<file path="src/rtl/masked_gray_histogram_unit_assert.svh">
// Assertion macros for the histogram RTL.
// Each macro expects signals named clk and rst_n in the including module.
`ifndef MASKED_GRAY_HISTOGRAM_UNIT_ASSERT_SVH
`define MASKED_GRAY_HISTOGRAM_UNIT_ASSERT_SVH

// Same-cycle implication, checked outside reset.
`define MGH_ASSERT_IMPLIES(label, ante, cons, msg) \
    label: assert property (@(posedge clk) disable iff (!rst_n) (ante) |-> (cons)) \
        else $error(msg);

// Next-cycle implication, checked outside reset.
`define MGH_ASSERT_NEXT(label, ante, cons, msg) \
    label: assert property (@(posedge clk) disable iff (!rst_n) (ante) |=> (cons)) \
        else $error(msg);

`endif

</file>
<file path="src/rtl/mgh_pkg.sv">
// Shared constants, opcodes and types of the masked gray-level histogram.
// No dependencies; the bin map, the top unit and the testbench import this package.
`timescale 1ns / 1ps

package mgh_pkg;

    localparam int MAX_BINS_DEF    = 256;
    localparam int COUNT_WIDTH_DEF = 32;

    localparam int OP_W       = 2;
    localparam int PIX_W      = 8;
    localparam int BIN_IDX_W  = 8;
    localparam int CFG_W      = 9;
    localparam int OUT_W      = 32;
    localparam int APB_DATA_W = 32;
    localparam int APB_ADDR_W = 3;

    localparam logic [OP_W-1:0] OP_ACCUM = 2'd0;
    localparam logic [OP_W-1:0] OP_READ  = 2'd1;
    localparam logic [OP_W-1:0] OP_CLEAR = 2'd2;

    // Register word index, taken from paddr above the byte offset.
    localparam logic [APB_ADDR_W-3:0] REG_BIN_COUNT = 1'b0;
    localparam logic [CFG_W-1:0]      BIN_COUNT_RST = 9'd256;

    typedef struct packed {
        logic [BIN_IDX_W-1:0] bin;
        logic                 in_range;
    } bin_sel_t;

endpackage

</file>
<file path="src/rtl/mgh_bin_map.sv">
// Maps an item to the bin it touches: scales the pixel into the effective
// bin count, or range-checks the read index. Depends on mgh_pkg.
`timescale 1ns / 1ps

module mgh_bin_map #(
    parameter int MAX_BINS = mgh_pkg::MAX_BINS_DEF
) (
    input  logic [mgh_pkg::CFG_W-1:0] bin_count,
    input  logic [mgh_pkg::OP_W-1:0]  opcode,
    input  logic [mgh_pkg::PIX_W-1:0] pixel_value,
    input  logic [mgh_pkg::PIX_W-1:0] read_index,
    output mgh_pkg::bin_sel_t         sel
);

    import mgh_pkg::*;

    localparam int              PROD_W   = PIX_W + CFG_W;
    localparam logic [CFG_W-1:0] MAX_SIZE = CFG_W'(MAX_BINS);
    localparam logic [CFG_W-1:0] LAST_BIN = CFG_W'(MAX_BINS - 1);

    logic [CFG_W-1:0]  size;
    logic [PROD_W-1:0] prod;
    logic [CFG_W-1:0]  acc_bin;
    logic [CFG_W-1:0]  scaled;

    always_comb
    begin
        // A count of zero or beyond the store falls back to the full store.
        size    = (bin_count == '0 || bin_count > MAX_SIZE) ? MAX_SIZE : bin_count;
        prod    = PROD_W'(pixel_value) * PROD_W'(size);
        scaled  = prod[PROD_W-1:PIX_W];
        acc_bin = (scaled > LAST_BIN) ? LAST_BIN : scaled;

        if (opcode == OP_READ)
        begin
            sel.bin      = read_index;
            sel.in_range = (CFG_W'(read_index) < size);
        end
        else
        begin
            sel.bin      = acc_bin[BIN_IDX_W-1:0];
            sel.in_range = 1'b1;
        end
    end

endmodule

</file>
<file path="config.mk">
export PLATFORM = sky130hd
export DESIGN_NAME = mgh_bin_map
export DESIGN_NICKNAME = d
export VERILOG_FILES = /design/src/rtl/masked_gray_histogram_unit_assert.svh /design/src/rtl/mgh_pkg.sv /design/src/rtl/mgh_bin_map.sv
export SDC_FILE = /design/constraint.sdc
export NUM_CORES = 1
export LEC_CHECK = 0
export BUFFER_PORTS_ARGS = -buffer_cell sky130_fd_sc_hd__buf_2
export CAP_MARGIN = 20
export CORE_MARGIN = 5
export CORE_UTILIZATION = 55
export DETAILED_ROUTE_END_ITERATION = 8
export PLACE_DENSITY = 0.8
export SYNTH_ARGS = -nofsm -noshare
export SYNTH_HDL_FRONTEND = slang
export SYNTH_SLANG_ARGS = --single-unit
export TNS_END_PERCENT = 1
</file>
<file path="constraint.sdc">
create_clock -name vclk -period 12.4
set_input_delay 0.62 -clock vclk [all_inputs]
set_output_delay 0.62 -clock vclk [all_outputs]
set_load 0.02 [all_outputs]
</file>
==> metrics, run 1 <==
Layout clock buffers 0; largest net degree at the start of global routing 17; Routed Antenna Nets 0; synth top area cells fa_1 (31%), ha_1 (20%), and2_1 (12%), inv_1 (8.3%), nor2b_1 (3.8%); Ant. Diodes 0; f_max 143 MHz; syn_nets 421; hold_sp opcode[1]; Max IR drop VDD 0.0592 mV; slew margin rel. 48.9%; Post-Synthesis Cells 311; fin crit period 6980 ps; Slew @ Worst Pin 765 ps; IO Pins 36; Leakage 0.00154 uW; YS warnings 0; Avg WL per Cell 14.1 um; Layout Nets 456; Synth Area in Simple Gates 26.7%; top cells by count, synth inv_1 (58), and2_1 (51), ha_1 (42); final instance area 2850 um2; area of the die 6220 um2; most common cell in the netlist inv_1; status complete, no violations; fin crit share 56.3%; area of the multi-input gates 2380 um2; Die H 78.9 um; initial antenna violation count 0; sequential cell area fraction in the yosys report 0%; Max Cap Viol 0; Crit path buffers/inverters 4; layout cell share with drive strength beyond 1 12.2%; Avg Inst Size Synth 8.39 um2; compound-cell area share of the yosys netlist 9.54%; PD cells 67.6 nW/um2; post-CTS resize count 0; dpl cell area 2850 um2; Starting Density 56.0%; Hold EP sel[0]; PnR worst setup slack 5420 ps; first-pass GRT wire length 9870 um; WHS 1570 ps; Area Overhead vs Synth 9.01%; Port Buffer Count 36; crit path cell chain buf_2 > nor4_1 > nand2_1 > ha_1 > nor2b_1 > and2_1 > fa_1 > fa_1 > fa_1 > inv_1 > fa_1 > inv_1 > ha_1 > and4_1 > nand4_1 > a31oi_1 > mux2i_1 > nand3_1 > a31oi_1 > buf_2; WL final 5600 um; critical path's top delay family adder cells; CTS Hold Bufs 0; grt total ovfl 0; via density per instance 5.41; area share of the largest cell type after synthesis 31.4%; core area 4660 um2; cell taking the most area after synthesis fa_1; area share of fa/ha/maj cells after synthesis 51.6%; Place WS 5420 ps; Synth Area in XOR/XNOR 3.02%; Storage cell area 0 um2; unrepaired setup endpoints after global routing no; # rows 25; main combinational cell family by area after synthesis adder cells; CP peak stage delay 630 ps; Hold Path Depth 3; Post-CTS Setup Bufs 0; final weighted congestion in routability-driven placement 0.867; final core occ 61.0%; Detail Placement HPWL 4850 um; setup TNS 0 ps; fin. max-slew vios 0; Initial DRC Count 113; DR pass1 iterations 4; vias in the first global route 2174; Critical Path Start Type primary input; Crit. End Element primary output; Data arrival, critical path 6360 ps; CP most frequent cell fa_1; DRC Markers 0; Max FO, Critical Path 9; fillcell total 432; Worst path slowest cell nor2b_1; WS Path Type primary input to primary output; final hold vios 0; via count 2152; Overall Global Routing Usage 19.1%; width of the chip 78.9 um; proportion of synthesized area in mux cells 0.384%; Worst Hold Class primary input to primary output; Cell variety after synth 39; Netlist Area Pre-Place 2610 um2; final setup fails 0; Seq cells 0; Worst EP required 11780 ps
-- worst max path at each step --
stage	start	slack [ps]	end	depth (start not counted)
floorplan	bin_count[6]	6190	sel[1]	18
CTS	bin_count[2]	5410	sel[6]	20
finish	bin_count[2]	5420	sel[6]	20
global placement	bin_count[2]	5560	sel[6]	20
global route	bin_count[2]	5070	sel[2]	20
detailed placement	bin_count[2]	5420	sel[4]	20
-- through the flow --
step                      cells  total power (uW)
after floorplan             311               145
after global placement      398               191
after detailed placement    398               194
after CTS                   398               195
after global routing        398               221
final                       398               192
-- cells in the final DEF, fill, tap and decap left out, types with 4 or more instances in the layout --
cell type,netlist,final
xor2_1,4,4
fa_1,41,41
nor4_1,4,4
nand2_1,15,15
a21oi_1,6,6
nor2b_1,16,16
a31oi_1,9,9
ha_1,42,42
a21o_1,4,4
buf_2,1,36
nor2_1,18,18
xnor2_1,5,5
and2_1,51,51
inv_1,58,58
-- cell families after synthesis --
| family | count (synthesis) |
|---|---|
| AND/OR/NAND/NOR | 121 |
| XOR/XNOR | 9 |
| buffers and inverters | 61 |
| AO/OA/AOI/OAI | 36 |
| adder cells (fa/ha/maj) | 83 |
| multiplexers | 1 |
-- area by class of cell --
cell class / count / share of cell area (%)
inverter: 58 / 7.65
tap: 54 / 2.37
multi-input combinational: 250 / 83.6
timing repair buffer: 36 / 6.33
-- per-layer routing --
| layer | GRT usage (%) | vias up | wire length [um] |
|---|---|---|---|
| met3 | 0.454 | 2 | 168 |
| met5 | 0 | - | 0 |
| met2 | 34.0 | 31 | 2790 |
| li1 | - | 1071 | - |
| met1 | 27.4 | 1048 | 2610 |
| met4 | 1.03 | 0 | 32 |
-- power breakdown --
part / total (uW) / switching, uW / internal, uW
Clock: 0 / 0 / 0
Sequential: 0 / 0 / 0
Combinational: 192 / 113 / 79.6
(Power assumes the default switching activity.)
==> run 2: changes to the inputs <==
- PLACE_DENSITY: 0.8 -> 0.83
- clock period: 12.4 -> 6 ns (I/O delays scaled with it)
==> run 2 against run 1 <==
Effect of this change: highest routed layer unchanged; via count rose by 7.3%; critical path depth grew 1; final cell count is 4.5% higher; largest power group unchanged; non-clock buffer count grew 18; critical endpoint is now sel[8]; critical path type unchanged; combinational power rose by 150%; flip-flop and latch count stayed put; design area grew 10%; clock-buffer cell count did not move; total power rose by 150%.
==> metrics, run 2 (synthesis results as in run 1) <==
Die H 78.9 um (unchanged); via count 2310 (was 2152); vias in the first global route 2411 (was 2174); PD cells 153 nW/um2 (was 67.6 nW/um2); GR peak layer met2 (unchanged); first-pass GRT wire length 11100 um (was 9870 um); Storage cell area 0 um2 (unchanged); layout cell share with drive strength beyond 1 23.5% (was 12.2%); fillcell total 368 (was 432); Max IR drop VDD 0.113 mV (was 0.0592 mV); area of the multi-input gates 2520 um2 (was 2380 um2); Crit. End Element primary output (unchanged); final core occ 67.4% (was 61.0%); via density per instance 5.55 (was 5.41); most frequent cells in the layout inv_1 (54), and2_1 (46), fa_1 (39), ha_1 (37), buf_2 (34) (was inv_1 (58), and2_1 (51), ha_1 (42), fa_1 (41), buf_2 (36)); initial antenna violation count 0 (unchanged); Overall Global Routing Usage 22.0% (was 19.1%); Detail Placement HPWL 5490 um (was 4850 um); Worst EP required 5700 ps (was 11780 ps); WHS 931 ps (was 1570 ps); Hold EP sel[0] (unchanged); Max FO, Critical Path 8 (was 9); status complete, no violations (unchanged); largest net degree at the start of global routing 17 (unchanged); Slew @ Worst Pin 575 ps (was 765 ps); grt total ovfl 0 (unchanged); Hold Path Depth 3 (unchanged); hold_sp opcode[1] (unchanged); Layout clock buffers 0 (unchanged); Worst Hold Class primary input to primary output (unchanged); final instance area 3140 um2 (was 2850 um2); met2 usage 43.1% (was 34.0%); width of the chip 78.9 um (unchanged); commonest non-fill, non-tap cell in the layout inv_1 (unchanged); Starting Density 56.0% (unchanged); fin crit share 97.1%; Critical Path Start Type primary input (unchanged); final std cells w/o fill 416 (was 398); final weighted congestion in routability-driven placement 0.947 (was 0.867); WL final 6640 um (was 5600 um); CTS Hold Bufs 0 (unchanged); final hold vios 0 (unchanged); # rows 25 (unchanged); DRC Markers 0 (unchanged); Routed Antenna Nets 0 (unchanged); met1 Use GR 27.5% (was 27.4%); slew margin rel. 61.7% (was 48.9%); Layout Nets 474 (was 456); Port Buffer Count 36 (unchanged); Avg WL per Cell 16.0 um (was 14.1 um); dpl cell area 2920 um2 (was 2850 um2); final setup fails 0 (unchanged); grt met3 use 0.794% (was 0.454%); fin. max-slew vios 0 (unchanged); Seq cells 0 (unchanged); area of the die 6220 um2 (unchanged); Data arrival, critical path 5530 ps (was 6360 ps); Ant. Diodes 0 (unchanged); Area Overhead vs Synth 20.3% (was 9.01%); IO Pins 36 (unchanged); f_max 172 MHz; core area 4660 um2 (unchanged); fin crit period 5830 ps; Leakage 0.00165 uW (was 0.00154 uW); Placed Cells 408 (was 398); WS Path Type primary input to primary output (unchanged); DR pass1 iterations 4 (unchanged); Max Cap Viol 0 (unchanged); Worst setup startpoint bin_count[1] (was bin_count[2]); Tot Pwr 479 uW (was 192 uW); Initial DRC Count 134 (was 113)
## run 2: worst max path at each step
stage | end | cells past startpoint | slack [ps]
2_1_floorplan | sel[1] | 18 | 430
3_3_place_gp | sel[6] | 20 | 50
3_5_place_dp | sel[6] | 20 | -60
4_1_cts | sel[6] | 23 | 2
5_1_grt | sel[7] | 21 | -50
6_report | sel[8] | 21 | 170
## run 2: through the flow
step,setup TNS [ps],worst slack [ps]
2_1_floorplan,0,433
4_1_cts,0,2.10
3_5_place_dp,-147,-64.2
5_1_grt,-120,-45.6
3_3_place_gp,0,50.9
6_report,0,174
## run 2: cell type report
class                      count  share of cell area [%]
inverter                      58                    6.93
timing repair buffer          54                    10.6
tap                           54                    2.15
multi-input combinational    250                    80.4
## run 2: metal layers
layer / wire (um) / share of wire [%]
met5: 0 / 0
met2: 3610 / 54
met4: 102 / 1.5
met1: 2720 / 41
met3: 210 / 3.2
## run 2: worst max-delay path, stage by stage
cell	delay [ps]
buf_2	120
nor4_2	290
nand2_1	140
ha_4	300
buf_4	150
nor2b_4	190
and2_4	170
fa_1	440
fa_2	490
fa_1	500
inv_1	60
fa_1	530
inv_1	60
ha_4	270
and4_1	210
nand4_1	150
a31oi_2	250
mux2i_1	260
nand3_2	210
a31oi_1	230
buf_2	190
## run 2: power breakdown
part | internal [uW] | switching, uW
Combinational | 214 | 266
Sequential | 0 | 0
Clock | 0 | 0
## run 2: what timing repair did
action                                  CTS  global route
resized for setup                         2            33
endpoints found under the setup margin    8             8
pin swaps                                 0            32
buffers inserted                          0             8
==> run 3: changes to the inputs <==
- ABC_AREA: not set -> 1
- CORE_UTILIZATION: 55 -> 40
- PLACE_DENSITY: 0.83 -> 0.64
==> run 3 against run 2 <==
Effect of this change: final cell count rose by 18%; synthesized cell count rose by 22%; highest routed layer unchanged; die area rose by 33%; largest cell class unchanged; critical endpoint is now sel[4].
==> metrics, run 3 <==
status complete, no violations (unchanged); DR pass1 iterations 4 (unchanged); initial antenna violation count 0 (unchanged); first-pass GRT wire length 11700 um (was 11100 um); Data arrival, critical path 5300 ps (was 5530 ps); PnR worst setup slack 400 ps (was 174 ps); via density per instance 5.12 (was 5.55); largest net degree at the start of global routing 14 (was 17); final core occ 45.5% (was 67.4%); Post-CTS Setup Bufs 0 (unchanged); most frequent cells in the layout nor2_1 (84), inv_1 (72), nand2_1 (59), ha_1 (42), fa_1 (41) (was inv_1 (54), and2_1 (46), fa_1 (39), ha_1 (37), buf_2 (34)); width of the chip 91.1 um (was 78.9 um); grt met3 use 1.07% (was 0.794%); Detail Placement HPWL 6040 um (was 5490 um); Worst setup startpoint bin_count[2] (was bin_count[1]); Initial DRC Count 122 (was 134); Layout clock buffers 0 (unchanged); fin. max-slew vios 0 (unchanged); vias in the first global route 2500 (was 2411); Critical Path Start Type primary input (unchanged); Place WS 285 ps (was -64.2 ps); WL final 6910 um (was 6640 um); Area Overhead vs Synth 10.6% (was 20.3%); Crit. End Element primary output (unchanged); most common cell in the netlist nor2_1 (was inv_1); final setup fails 0 (unchanged); Post-Synthesis Cells 378 (was 311); commonest non-fill, non-tap cell in the layout nor2_1 (was inv_1); grt total ovfl 0 (unchanged); DRC Markers 0 (unchanged); Storage cell area 0 um2 (unchanged); final weighted congestion in routability-driven placement 0.937 (was 0.947); area share of the largest cell type after synthesis 31.2% (was 31.4%); top cells by count, synth nor2_1 (84), inv_1 (72), nand2_1 (60) (was inv_1 (58), and2_1 (51), ha_1 (42)); Max FO, Critical Path 9 (was 8); Avg Inst Size Synth 6.95 um2 (was 8.39 um2); Max Cap Viol 0 (unchanged); Cell variety after synth 28 (was 39); slew margin rel. 67.1% (was 61.7%); Netlist Area Pre-Place 2630 um2 (was 2610 um2); area of the die 8290 um2 (was 6220 um2); WS Path Type primary input to primary output (unchanged); PD cells 154 nW/um2 (was 153 nW/um2); Max IR drop VDD 0.0966 mV (was 0.113 mV); WHS 943 ps (was 931 ps); synth top area cells fa_1 (31%), ha_1 (20%), nor2_1 (12%), inv_1 (10%), nand2_1 (8.6%) (was fa_1 (31%), ha_1 (20%), and2_1 (12%), inv_1 (8.3%), nor2b_1 (3.8%)); f_max 179 MHz (was 172 MHz); setup TNS 0 ps (unchanged); sequential cell area fraction in the yosys report 0% (unchanged); hold_sp read_index[7] (was opcode[1]); Routed Antenna Nets 0 (unchanged); # rows 29 (was 25); Ant. Diodes 0 (unchanged); YS warnings 0 (unchanged); Slew @ Worst Pin 494 ps (was 575 ps); Die H 91.1 um (was 78.9 um); met2 usage 28.7% (was 43.1%); syn_nets 488 (was 421); core area 6390 um2 (was 4660 um2); met1 Use GR 24.0% (was 27.5%); Avg WL per Cell 14.1 um (was 16.0 um); CTS Hold Bufs 0 (unchanged); layout cell share with drive strength beyond 1 12.4% (was 23.5%); final hold vios 0 (unchanged); unrepaired setup endpoints after global routing no; Overall Global Routing Usage 16.7% (was 22.0%); fin crit share 93.3% (was 97.1%); Worst EP required 5700 ps (about the same); Layout Nets 524 (was 474); cell taking the most area after synthesis fa_1 (unchanged); Worst Hold Class primary input to primary output (unchanged); fillcell total 684 (was 368); Port Buffer Count 36 (unchanged); GR peak layer met2 (unchanged); Leakage 0.00170 uW (was 0.00165 uW); fin crit period 5600 ps (was 5830 ps); IO Pins 36 (unchanged); Starting Density 41.1% (was 56.0%); Seq cells 0 (unchanged); via count 2505 (was 2310); post-CTS resize count 0 (was 2)
## run 3: layout make-up
class / instances / area, um2 / share of cell area (%)
multi-input combinational: 302 / 2350 / 80.9
inverter: 74 / 278 / 9.56
timing repair buffer: 36 / 180 / 6.20
tap: 77 / 96.3 / 3.31
## run 3: cells by family (layout without fill, tap and decap cells)
logic type / after synthesis / in the layout / share of synthesized area [%]
simple gates: 177 / 177 / 28.8
fa+ha+maj: 83 / 83 / 51.2
buf+inv: 76 / 110 / 11.1
compound gates: 40 / 40 / 8.19
xor+xnor: 2 / 2 / 0.667
## run 3: per-layer routing
metal  up-vias  part of all wire (%)
met5         -                     0
met2        84                    47
li1       1248                     -
met1      1169                    45
met4         0                  0.55
met3         4                   7.1
## run 3: metrics by stage
step	cells	instance area (um2)	power [uW]
floorplan	378	2630	329
global placement	489	2890	442
detailed placement	489	2890	446
CTS	489	2890	449
global route	489	2910	508
finish	489	2910	447
## run 3: path summary, 6_finish.rpt
check	to	depth (start not counted)	slack [ps]
setup / recovery	sel[4]	28	400
hold / removal	sel[8]	4	940
## run 3: worst max-delay path, cell delays in order
cell and delay (ps):
buf_2 110, nor4_2 280, nand2_1 80, ha_1 290, inv_2 70, nand2_1 280
nor2_1 120, fa_1 510, inv_1 50, fa_1 470, inv_1 70, fa_1 550
inv_1 60, fa_1 530, inv_1 40, ha_1 330, nand2_1 110, nor2_1 150
nand4_1 120, nand2_1 120, nand2_1 80, nand2_1 80, nand2_2 60, nand2_4 120
nand3_2 70, nand2_1 60, nand2_1 50, buf_2 150
## run 3: power breakdown
group | internal, uW | switching [uW]
registers | 0 | 0
logic | 161 | 286
clock network | 0 | 0
total | 161 | 286
